## config.mk

```make
export PLATFORM = sky130hd
export DESIGN_NAME = twrs_lane
export DESIGN_NICKNAME = d
export VERILOG_FILES = /design/src/design/twrs_pkg.sv /design/src/design/twrs_lane.sv
export SDC_FILE = /design/constraint.sdc
export NUM_CORES = 2
export LEC_CHECK = 0
export CAP_MARGIN = 0
export CORE_MARGIN = 10
export CORE_UTILIZATION = 45
export CTS_CLUSTER_SIZE = 30
export DETAILED_ROUTE_END_ITERATION = 16
export DONT_BUFFER_PORTS = 1
export PLACE_DENSITY_LB_ADDON = 0.12
export SKIP_CTS_REPAIR_TIMING = 1
export SLEW_MARGIN = 20
export SYNTH_ARGS = -nofsm -noshare
export SYNTH_HDL_FRONTEND = slang
export SYNTH_SLANG_ARGS = --single-unit
```

## constraint.sdc

```tcl
create_clock -name i_clk -period 7 [get_ports i_clk]
set_input_delay 0.35 -clock i_clk [delete_from_list [all_inputs] [get_ports i_clk]]
set_output_delay 0.35 -clock i_clk [all_outputs]
set_load 0.01 [all_outputs]
```

## src/design/twrs_pkg.sv

```systemverilog
package twrs_pkg;

    // fixed field widths
    localparam int SAMPLE_WIDTH = 16;
    localparam int COEF_WIDTH   = 16;
    localparam int GAIN_WIDTH   = 16;
    localparam int GAIN_FRAC    = 8;
    localparam int MODE_WIDTH   = 4;
    localparam int NUM_AXES     = 6;
    localparam int AXIS_IDX_W   = $clog2(NUM_AXES);

    // configuration register indexes
    localparam int CFG_IDX_W = 3;
    localparam logic [CFG_IDX_W-1:0] CFG_MODE_FLAGS   = 3'd0;
    localparam logic [CFG_IDX_W-1:0] CFG_GAIN_LINEAR  = 3'd1;
    localparam logic [CFG_IDX_W-1:0] CFG_GAIN_ANGULAR = 3'd2;
    localparam logic [CFG_IDX_W-1:0] CFG_ROT_ROW0     = 3'd3;
    localparam logic [CFG_IDX_W-1:0] CFG_ROT_ROW1     = 3'd4;
    localparam logic [CFG_IDX_W-1:0] CFG_ROT_ROW2     = 3'd5;

    // mode flag bit positions
    localparam int MODE_ROT_EN   = 0;
    localparam int MODE_DOM_EN   = 1;
    localparam int MODE_OUT_EN   = 2;
    localparam int MODE_GUARD_EN = 3;

    localparam logic [MODE_WIDTH-1:0] MODE_RESET = 4'd4;
    localparam logic [GAIN_WIDTH-1:0] GAIN_RESET = 16'd256;

    typedef logic signed [SAMPLE_WIDTH-1:0] t_sample;
    typedef logic [NUM_AXES-1:0][SAMPLE_WIDTH-1:0] t_vec;

    typedef struct packed {
        t_sample lin_x;
        t_sample lin_y;
        t_sample lin_z;
        t_sample ang_x;
        t_sample ang_y;
        t_sample ang_z;
    } t_twist_in;

    typedef struct packed {
        t_sample    out_lin_x;
        t_sample    out_lin_y;
        t_sample    out_lin_z;
        t_sample    out_ang_x;
        t_sample    out_ang_y;
        t_sample    out_ang_z;
        logic       collision_guard;
    } t_twist_out;

    typedef struct packed {
        logic dom_en;
        logic out_en;
        logic guard;
    } t_merge_ctrl;

endpackage

```

## src/design/twrs_lane.sv

```systemverilog
module twrs_lane #(
    parameter int COEF_WIDTH = twrs_pkg::COEF_WIDTH,
    parameter int COL        = 0
) (
    input  logic                                  i_clk,
    input  logic                                  i_en,
    input  logic                                  i_rot_en,
    input  logic [3*twrs_pkg::SAMPLE_WIDTH-1:0]   i_triple,
    input  logic [3*COEF_WIDTH-1:0]               i_row,
    input  logic signed [twrs_pkg::GAIN_WIDTH-1:0] i_gain,
    output logic signed [twrs_pkg::SAMPLE_WIDTH-1:0] o_sample
);
    localparam int SW    = twrs_pkg::SAMPLE_WIDTH;
    localparam int GW    = twrs_pkg::GAIN_WIDTH;
    localparam int GF    = twrs_pkg::GAIN_FRAC;
    localparam int CF    = COEF_WIDTH - 2;
    localparam int PW    = COEF_WIDTH + SW;
    localparam int SUM_W = PW + 2;
    localparam int GP_W  = SW + GW;

    logic signed [PW-1:0]    r_prod [3];
    logic signed [SW-1:0]    r_own;
    logic signed [SW-1:0]    r_rot;
    logic signed [GP_W-1:0]  r_gp;
    logic signed [SW-1:0]    r_out;
    logic signed [SUM_W-1:0] w_sum;
    logic signed [SW-1:0]    w_rot;
    logic signed [SW-1:0]    w_scaled;
    logic [SUM_W-CF-SW:0]    w_rot_hi;
    logic [GP_W-GF-SW:0]     w_gp_hi;

    // stage 1: coefficient times sample, one product per column
    always_ff @(posedge i_clk) begin
        if (i_en) begin
            for (int k = 0; k < 3; k++) begin
                r_prod[k] <= $signed(i_row[k*COEF_WIDTH +: COEF_WIDTH])
                           * $signed(i_triple[k*SW +: SW]);
            end
            r_own <= $signed(i_triple[COL*SW +: SW]);
        end
    end

    // stage 2: row sum, floor shift and saturation, or bypass
    assign w_sum    = SUM_W'(r_prod[0]) + SUM_W'(r_prod[1]) + SUM_W'(r_prod[2]);
    assign w_rot_hi = w_sum[SUM_W-1:CF+SW-1];
    assign w_rot    = ((&w_rot_hi) || !(|w_rot_hi)) ? w_sum[CF+SW-1:CF]
                    : {w_sum[SUM_W-1], {(SW-1){~w_sum[SUM_W-1]}}};

    always_ff @(posedge i_clk) begin
        if (i_en) begin
            r_rot <= i_rot_en ? w_rot : r_own;
        end
    end

    // stage 3: gain product
    always_ff @(posedge i_clk) begin
        if (i_en) begin
            r_gp <= r_rot * i_gain;
        end
    end

    // stage 4: floor shift and saturation of the scaled sample
    assign w_gp_hi  = r_gp[GP_W-1:GF+SW-1];
    assign w_scaled = ((&w_gp_hi) || !(|w_gp_hi)) ? r_gp[GF+SW-1:GF]
                    : {r_gp[GP_W-1], {(SW-1){~r_gp[GP_W-1]}}};

    always_ff @(posedge i_clk) begin
        if (i_en) begin
            r_out <= w_scaled;
        end
    end

    assign o_sample = r_out;

endmodule

```

==> results.yml <==
sta:
  slew_headroom: 0.319
  finClkSkew_ps: 16.2
  worst-slew-pin-transition_ps: 1020
  post-route-period-util: 0.935
  finalHoldViolCount: 0
  fin_hold_ws_ps: 58.1
  fin_crit_ps: 6540
  final_max_slew_viol_count: 0
  max_freq_ghz: 0.153
  setup_viol: 0
  timing.setup.tns_ps: 0
  rsz0062_at_grt: "no"
finish:
  fin_util: 0.474
  nNetsFinal: 6169
  diodes: 0
  drive_gt1_frac: 0.0181
  area_growth_pct: 4.65
worst_setup_path:
  reg2reg_slack_ps: 460
  cp.arrival_ps: 6780
  cp-start-kind: "flop"
  path_max_fanout: 16
  ff2ff_path_depth: 20
  critical_path_required_ps: 7230
  endpoint_kind: "flop"
  timing.rr.end: "r_gp[30]"
  critical_path_class: "reg2reg"
  r2r-start: "r_rot[14]"
global_route:
  grt_use_total: 0.198
  grt_pass1_vias: 33100
  grt_max_degree: 169
  grt_pass1_wl_mm: 182
  antenna_found_initial: 1
  gr-total-overflow: 0
logic_synthesis:
  ys_top_cells_by_area: "fa_1, edfxtp_1, ha_1, inv_1, and2_1"
  yosys.area.top_type: "fa_1"
  async_flop_share: 0
  syn_area_per_cell_sq_um: 9.82
  ys_seq_elements: 168
  synth_cells: 4703
  ys_top_cells_by_count: "inv_1, fa_1, nand2_1"
  synth_warnings: 0
  ys.flop_type: "edfxtp_1"
  synth_top_area_frac: 0.467
  yosysMostFrequentCell: "inv_1"
  netlist_area_sq_um: 46200
  synth_cell_types: 69
  yosysSeqAreaShare: 0.109
  syn_nets: 6253
  synth-edff-count: 168
placement:
  routabilityCongestion: 0.835
  hpwlAfterDp_mm: 90.9
  port_buffers: 0
cts:
  cts_buffers: 17
  clock-sinks: 168
  clkTransAtPathRegs_ps: 70
  root_buffer: "clkbuf_16"
  htree_levels: 4
  clock_path_buffers: 2
  clock_latency_ps: 490
  cts_tree: "done"
drt:
  vias: 30100
  via_per_inst: 5.01
  drc_errors: 0
  post_drt_wl_per_cell_um: 18.6
  route.antenna.remaining_nets: 0
  dr.first_iter.drc_count: 1496
  wl_mm: 112
  dr.pass1.iters: 5
die:
  start_util: 0.453
  coreArea_sq_um: 102000
  num_rows: 117
  io_pins: 131
  die_h_um: 340
  fp.dieW_um: 340
  die_area_sq_um: 116000
worst_hold_path:
  worstHoldEndpoint: "r_gp[15]"
  hold_path_startpoint: "i_en"
  whs_path_depth: 0
  hp-class: "in2reg"
outcome:
  outcome: "complete, no violations"
run:
  cap_violations: 0
critical path, stage by stage (launching register included):
cell	delay, ps
edfxtp_1	640
and2_1	300
fa_1	560
fa_1	440
fa_1	500
fa_1	510
fa_1	490
inv_1	50
fa_1	470
inv_1	40
ha_1	330
a21o_1	200
a21o_1	180
a211o_1	290
a21o_1	170
a21oi_1	150
a21boi_0	150
a211oi_1	370
o21bai_1	160
a21oi_1	200
xnor2_1	80
registers in the layout, summed over array words and instances (netlist names):
| name | count |
|---|---|
| o_sample | 16 |
| r_gp | 24 |
| r_own | 16 |
| r_prod | 96 |
| r_rot | 16 |
final cells by class:
cell class                 count  area [sq um]
sequential                   168          5040
fill                        9849         53600
tap                         1368          1710
clock buffer                  17           425
inverter                    1154          4330
multi-input combinational   3239         36300
clock inverter                15           214
timing repair buffer          39           335
cell usage in the layout (no fill, tap or decap), types with 14 or more instances in the layout:
master,instances
fa_1,1077
xor2_1,28
buf_4,22
ha_1,357
nand2b_1,26
o21bai_1,20
edfxtp_1,168
nor3_1,20
xnor2_1,117
dlygate4sd3_1,17
a21o_1,48
o21ai_0,61
nor2b_1,20
clkbuf_16,17
inv_1,1154
nand3_1,31
and2_1,498
nand4_1,14
nand2_1,524
a21oi_1,102
nor2_1,127
o21a_1,19
kinds of logic (layout without fill, tap and decap cells):
family | count (synthesis) | in the layout | share of synthesized area
AO/OA/AOI/OAI | 352 | 352 | 0.0516
XOR/XNOR | 147 | 147 | 0.0282
adder cells (fa/ha/maj) | 1435 | 1435 | 0.564
buffers and inverters | 1296 | 1225 | 0.106
flip-flops | 168 | 168 | 0.109
multiplexers | 1 | 1 | 0.000217
AND/OR/NAND/NOR | 1304 | 1304 | 0.141
worst max-delay path by stage:
stage               from       end  slack, ps  cells after the start
2_1_floorplan  r_rot[15]  r_gp[30]        700                     22
5_1_grt        r_rot[14]  r_gp[30]         50                     20
3_5_place_dp   r_rot[15]  r_gp[30]        410                     21
3_3_place_gp   r_rot[14]  r_gp[30]        480                     20
6_report       r_rot[14]  r_gp[30]        460                     20
4_1_cts        r_rot[15]  r_gp[30]        420                     21
per-layer routing:
metal	part of all wire	track usage	up-vias
li1	-	-	13800
met1	0.44	0.261	15700
met2	0.50	0.343	472
met3	0.040	0.0287	96
met4	0.017	0.0397	2
met5	0.00012	0	-
per-stage QoR:
| stage | instances | instance area (sq um) | setup slack [ps] |
|---|---|---|---|
| 2_1_floorplan | 4703 | 46200 | 704 |
| 3_3_place_gp | 5951 | 47500 | 476 |
| 3_5_place_dp | 5951 | 47500 | 406 |
| 4_1_cts | 5983 | 48100 | 418 |
| 5_1_grt | 6000 | 48300 | 47.1 |
| 6_report | 6000 | 48300 | 456 |
Power is left out: the tool's default activity adds up to more than one toggle a clock period on the data nets, which glitch-free logic cannot reach.
