`src/design/twrs_pkg.sv`:
```
package twrs_pkg;

    // fixed field widths
    localparam int SAMPLE_WIDTH = 16;
    localparam int COEF_WIDTH   = 16;
    localparam int GAIN_WIDTH   = 16;
    localparam int GAIN_FRAC    = 8;
    localparam int MODE_WIDTH   = 4;
    localparam int NUM_AXES     = 6;
    localparam int AXIS_IDX_W   = $clog2(NUM_AXES);

    // configuration register indexes
    localparam int CFG_IDX_W = 3;
    localparam logic [CFG_IDX_W-1:0] CFG_MODE_FLAGS   = 3'd0;
    localparam logic [CFG_IDX_W-1:0] CFG_GAIN_LINEAR  = 3'd1;
    localparam logic [CFG_IDX_W-1:0] CFG_GAIN_ANGULAR = 3'd2;
    localparam logic [CFG_IDX_W-1:0] CFG_ROT_ROW0     = 3'd3;
    localparam logic [CFG_IDX_W-1:0] CFG_ROT_ROW1     = 3'd4;
    localparam logic [CFG_IDX_W-1:0] CFG_ROT_ROW2     = 3'd5;

    // mode flag bit positions
    localparam int MODE_ROT_EN   = 0;
    localparam int MODE_DOM_EN   = 1;
    localparam int MODE_OUT_EN   = 2;
    localparam int MODE_GUARD_EN = 3;

    localparam logic [MODE_WIDTH-1:0] MODE_RESET = 4'd4;
    localparam logic [GAIN_WIDTH-1:0] GAIN_RESET = 16'd256;

    typedef logic signed [SAMPLE_WIDTH-1:0] t_sample;
    typedef logic [NUM_AXES-1:0][SAMPLE_WIDTH-1:0] t_vec;

    typedef struct packed {
        t_sample lin_x;
        t_sample lin_y;
        t_sample lin_z;
        t_sample ang_x;
        t_sample ang_y;
        t_sample ang_z;
    } t_twist_in;

    typedef struct packed {
        t_sample    out_lin_x;
        t_sample    out_lin_y;
        t_sample    out_lin_z;
        t_sample    out_ang_x;
        t_sample    out_ang_y;
        t_sample    out_ang_z;
        logic       collision_guard;
    } t_twist_out;

    typedef struct packed {
        logic dom_en;
        logic out_en;
        logic guard;
    } t_merge_ctrl;

endpackage

```
`src/design/twrs_merge.sv`:
```
module twrs_merge (
    input  logic                   i_clk,
    input  logic                   i_rst_n,
    input  logic                   i_en,
    input  logic                   i_vld,
    input  twrs_pkg::t_vec         i_vec,
    input  twrs_pkg::t_merge_ctrl  i_ctrl,
    output logic                   o_vld,
    output logic                   o_m1_vld,
    output twrs_pkg::t_twist_out   o_data
);
    localparam int SW = twrs_pkg::SAMPLE_WIDTH;
    localparam int NA = twrs_pkg::NUM_AXES;
    localparam int IW = twrs_pkg::AXIS_IDX_W;

    logic                   r_m1_vld;
    twrs_pkg::t_vec         r_vec;
    logic                   r_dup;
    logic signed [SW-1:0]   r_mn;
    logic signed [SW-1:0]   r_mx;
    logic [IW-1:0]          r_imn;
    logic [IW-1:0]          r_imx;
    logic                   r_out_vld;
    twrs_pkg::t_twist_out   r_out;

    logic                   w_dup;
    logic signed [SW-1:0]   w_mn;
    logic signed [SW-1:0]   w_mx;
    logic [IW-1:0]          w_imn;
    logic [IW-1:0]          w_imx;
    logic signed [SW:0]     w_ext_sum;
    logic                   w_pick_max;
    twrs_pkg::t_vec         w_sel;
    logic                   w_any;

    // duplicate search and first-index min / max over the six lanes
    always_comb begin
        w_dup = 1'b0;
        for (int i = 0; i < NA; i++) begin
            for (int j = i + 1; j < NA; j++) begin
                if ((i_vec[i] != '0) && (i_vec[i] == i_vec[j])) begin
                    w_dup = 1'b1;
                end
            end
        end
        w_mn  = $signed(i_vec[0]);
        w_mx  = $signed(i_vec[0]);
        w_imn = '0;
        w_imx = '0;
        for (int i = 1; i < NA; i++) begin
            if ($signed(i_vec[i]) < w_mn) begin
                w_mn  = $signed(i_vec[i]);
                w_imn = IW'(i);
            end
            if ($signed(i_vec[i]) > w_mx) begin
                w_mx  = $signed(i_vec[i]);
                w_imx = IW'(i);
            end
        end
    end

    always_ff @(posedge i_clk) begin
        if (!i_rst_n) begin
            r_m1_vld <= 1'b0;
        end else if (i_en) begin
            r_m1_vld <= i_vld;
        end
    end

    always_ff @(posedge i_clk) begin
        if (i_en) begin
            r_vec <= i_vec;
            r_dup <= w_dup;
            r_mn  <= w_mn;
            r_mx  <= w_mx;
            r_imn <= w_imn;
            r_imx <= w_imx;
        end
    end

    // dominant axis selection
    assign w_ext_sum  = (SW+1)'(r_mn) + (SW+1)'(r_mx);
    assign w_pick_max = !w_ext_sum[SW] && (w_ext_sum != '0);

    always_comb begin
        w_sel = '0;
        if (!i_ctrl.dom_en) begin
            w_sel = r_vec;
        end else if (!r_dup) begin
            if (w_pick_max) begin
                w_sel[r_imx] = r_mx;
            end else begin
                w_sel[r_imn] = r_mn;
            end
        end
    end

    assign w_any = |w_sel;

    // output register, marked valid only for results that are emitted
    always_ff @(posedge i_clk) begin
        if (!i_rst_n) begin
            r_out_vld <= 1'b0;
        end else if (i_en) begin
            r_out_vld <= r_m1_vld && i_ctrl.out_en && w_any;
        end
    end

    always_ff @(posedge i_clk) begin
        if (i_en) begin
            r_out.out_lin_x       <= w_sel[0];
            r_out.out_lin_y       <= w_sel[1];
            r_out.out_lin_z       <= w_sel[2];
            r_out.out_ang_x       <= w_sel[3];
            r_out.out_ang_y       <= w_sel[4];
            r_out.out_ang_z       <= w_sel[5];
            r_out.collision_guard <= i_ctrl.guard;
        end
    end

    assign o_vld    = r_out_vld;
    assign o_m1_vld = r_m1_vld;
    assign o_data   = r_out;

endmodule

```
`config.mk`:
```
export PLATFORM = sky130hd
export DESIGN_NAME = twrs_merge
export DESIGN_NICKNAME = d
export VERILOG_FILES = /design/src/design/twrs_pkg.sv /design/src/design/twrs_merge.sv
export SDC_FILE = /design/constraint.sdc
export NUM_CORES = 1
export LEC_CHECK = 0
export BUFFER_PORTS_ARGS = -buffer_cell sky130_fd_sc_hd__buf_2
export CAP_MARGIN = 20
export CORE_AREA = 2 2 200 202
export CTS_CLUSTER_DIAMETER = 50
export DETAILED_ROUTE_END_ITERATION = 8
export DIE_AREA = 0 0 202 204
export HOLD_SLACK_MARGIN = 0.12
export PLACE_DENSITY = 0.81
export SLEW_MARGIN = 30
export SYNTH_ARGS = -nofsm -noshare
export SYNTH_HDL_FRONTEND = slang
export SYNTH_SLANG_ARGS = --single-unit
```
`constraint.sdc`:
```
create_clock -name i_clk -period 15.5 [get_ports i_clk]
set_input_delay 0 -clock i_clk [delete_from_list [all_inputs] [get_ports i_clk]]
set_output_delay 0 -clock i_clk [all_outputs]
set_load 0.01 [all_outputs]
```
==> impl_metrics.tcl <==
set metrics [dict create \
    die_w_um 202 \
    required_ps 15860 \
    hold_viol_final 0 \
    cts_buffers 25 \
    grt_max_degree 159 \
    cp_max_fo 34 \
    synthFlopType "edfxtp_1" \
    ys_seq_area_share_pct 36.42 \
    maxCapViolations 0 \
    drc 0 \
    r2r_start "r_mx[2]" \
    syn_avg_cell_area_sq_um 9.300 \
    cts_tree "built" \
    synth_area_sq_um 19240 \
    synth_top_family_by_area "simple AND/OR/NAND/NOR gates" \
    synth_top_area_share_pct 36.21 \
    yosysTopAreaCell "edfxtp_1" \
    layout-drive-gt1-share_pct 14.08 \
    hpwl_mm 55.40 \
    vias_per_cell 6.627 \
    grt_overflow 0 \
    synthCells 2069 \
    clk_path_buf_depth 3 \
    worstMarginPinSlew_ps 1045 \
    status "completed" \
    fin_worst_skew_ps 27.11 \
    fp.dieArea_sq_um 41210 \
    critPathMostFrequentCell "a21oi_1" \
    synthXorXnorAreaFrac_pct 10.42 \
    diodes 0 \
    die_h_um 204 \
    grt_pass1_wl_mm 113.0 \
    coreArea_sq_um 39180 \
    setup_viol 0 \
    port_buffers 201 \
    drt-initial-drc-count 2768 \
    fin_crit_sh_pct 86.22 \
    fin_nets 2501 \
    synth_compound_area_share_pct 14.64 \
    synth_edf_count 232 \
    fp-row-count 73 \
    worstSkewPairLatency_ps 550 \
    worstHoldStart "i_ctrl[0]" \
    synth.most_common_cell "edfxtp_1" \
    ys_types 83 \
    drtAntennaViolNets 0 \
    async_reset_ff_share_pct 0 \
    finalWorstSetupSlack_ps 2136 \
    worst_hold_path_type "in -> reg" \
    place_congestion 1.048 \
    p_leak_nw 9.411 \
    yosys-top-cells-count "edfxtp_1, inv_1, ha_1" \
    cp.arrival_ps 13730 \
    ir_drop_uv 118.9 \
    syn-num-nets 2323 \
    clockRootBuffer "clkbuf_16" \
    io_pins 202 \
    rsz0062_at_grt "false" \
    clk_pin_slew_worst_paths_ps 60 \
    maxSlewHeadroom_pct 29.42 \
    clock_sinks 234 \
    antenna_found_initial 3 \
    slew_viol_final 0 \
    synthAdderAreaFrac_pct 9.910 \
    critPathCaptureType "register" \
    fin_setup_tns_ps 0 \
    ys_ff_latch 234 \
    initial_core_util_pct 49.10 \
    synth_area_leaders "edfxtp_1, ha_1, xnor2_1" \
    crit_slowest_cell "nor4_1" \
    grt_use_total_pct 36.87 \
    htreeDepth 1 \
    p_per_area_nw_per_um2 156.9 \
    dp_slack_ps 2244 \
    area_growth_pct 15.70 \
    fill_cells 3308 \
    setup.worst_path.start "i_vec[1]" \
    period_minus_slack_ps 13360 \
    crit_path_start_kind "input pin" \
    first_pass_iters 7 \
    crit_type "in -> reg" \
    fmax_mhz 74.83 \
    yosysWarnings 0 \
    first_global_vias 17638 \
    synthSimpleGateAreaFrac_pct 17.78 \
    yosys-mux-area-fraction_pct 4.168 \
    vias 18490 \
    drt_wl_total_mm 77.39 \
    wire_per_inst_um 27.74 \
    critPathMaxStageDelay_ps 840 \
]
layer usage:
layer | part of all wire (%) | GRT usage [%] | up-vias
met5 | 0.030 | 0 | -
met4 | 8.5 | 25.18 | 2
met3 | 13 | 7.813 | 446
met2 | 43 | 57.38 | 1554
met1 | 36 | 46.13 | 8566
li1 | - | - | 7922
cell type report:
class                           instances  area [sq um]  share of cell area (%)
Sequential cell                       234          7007                   31.47
Clock inverter                         18         190.2                  0.8543
Inverter                              163         611.8                   2.748
Clock buffer                           27         633.1                   2.844
Tap cell                              525         656.9                   2.951
Multi-Input combinational cell       1507         11010                   49.45
Timing Repair Buffer                  316          2155                   9.678
power breakdown:
group / total [mW] / internal (mW) / switching, mW
sequential: 1.05 / 0.846 / 0.209
clock: 0.593 / 0.335 / 0.257
combinational: 1.84 / 0.660 / 1.18
cell usage in the layout (no fill, tap or decap), types with 58 or more instances in the layout:
master	synthesis	final
a21oi_1	106	104
buf_2	21	200
dlygate4sd3_1	0	102
edfxtp_1	232	232
ha_1	150	150
inv_1	162	162
mux2i_1	58	58
nand2_1	127	126
nand3_1	110	110
nand4_1	71	71
nor2_1	88	87
nor4_1	63	63
xnor2_1	135	135
xor2_1	92	92
metrics by stage:
step | power [mW] | area [sq um] | cells | utilization, % | hold slack (ps)
after CTS | 3.420 | 22260 | 2790 | 56.81 | 166.0
after global placement | 2.763 | 20370 | 2641 | 51.99 | 175.9
after detailed placement | 2.811 | 20420 | 2643 | 52.10 | 179.7
after floorplan | 2.235 | 19240 | 2069 | - | 98.87
after global routing | 3.659 | 22260 | 2790 | 56.82 | 184.1
final | 3.492 | 22260 | 2790 | 56.82 | 181.9
cell families (layout without fill, tap and decap cells):
kind of cell / count (synthesis) / after routing
AO/OA/AOI/OAI: 402 / 402
XOR/XNOR: 228 / 228
adder cells (fa/ha/maj): 152 / 152
buffers and inverters: 328 / 524
flip-flops: 234 / 234
multiplexers: 77 / 77
AND/OR/NAND/NOR: 648 / 648
critical path, delay by kind of cell:
kind	cells	cell delay, ps
AOI/OAI and AO/OA	25	5400
adders and majority gates	6	1780
buffers and inverters	8	2100
muxes	2	280
and+or+nand+nor	19	4040
registers in the layout, summed over array words and instances, names as in the netlist:
register and flops:
o_m1_vld 1, r_imn 3, r_mn 16, r_imx 3, o_vld 1, r_mx 16
r_vec 96, r_dup 1, o_data 97
path summary, 6_finish.rpt:
| kind | cells after the start | endpoint | slack [ps] |
|---|---|---|---|
| min reg2reg | 2 | o_data[61] | 570 |
| max reg2reg | 17 | o_vld | 8930 |
| min | 2 | o_data[0] | 180 |
| max | 60 | r_mx[6] | 2140 |
repair_timing:
item,CTS,global route
resized for setup,0,0
endpoints found under the hold margin,202,0
setup buffers,0,0
hold buffers,102,0
Note: power is estimated with default switching activity, not from simulation.
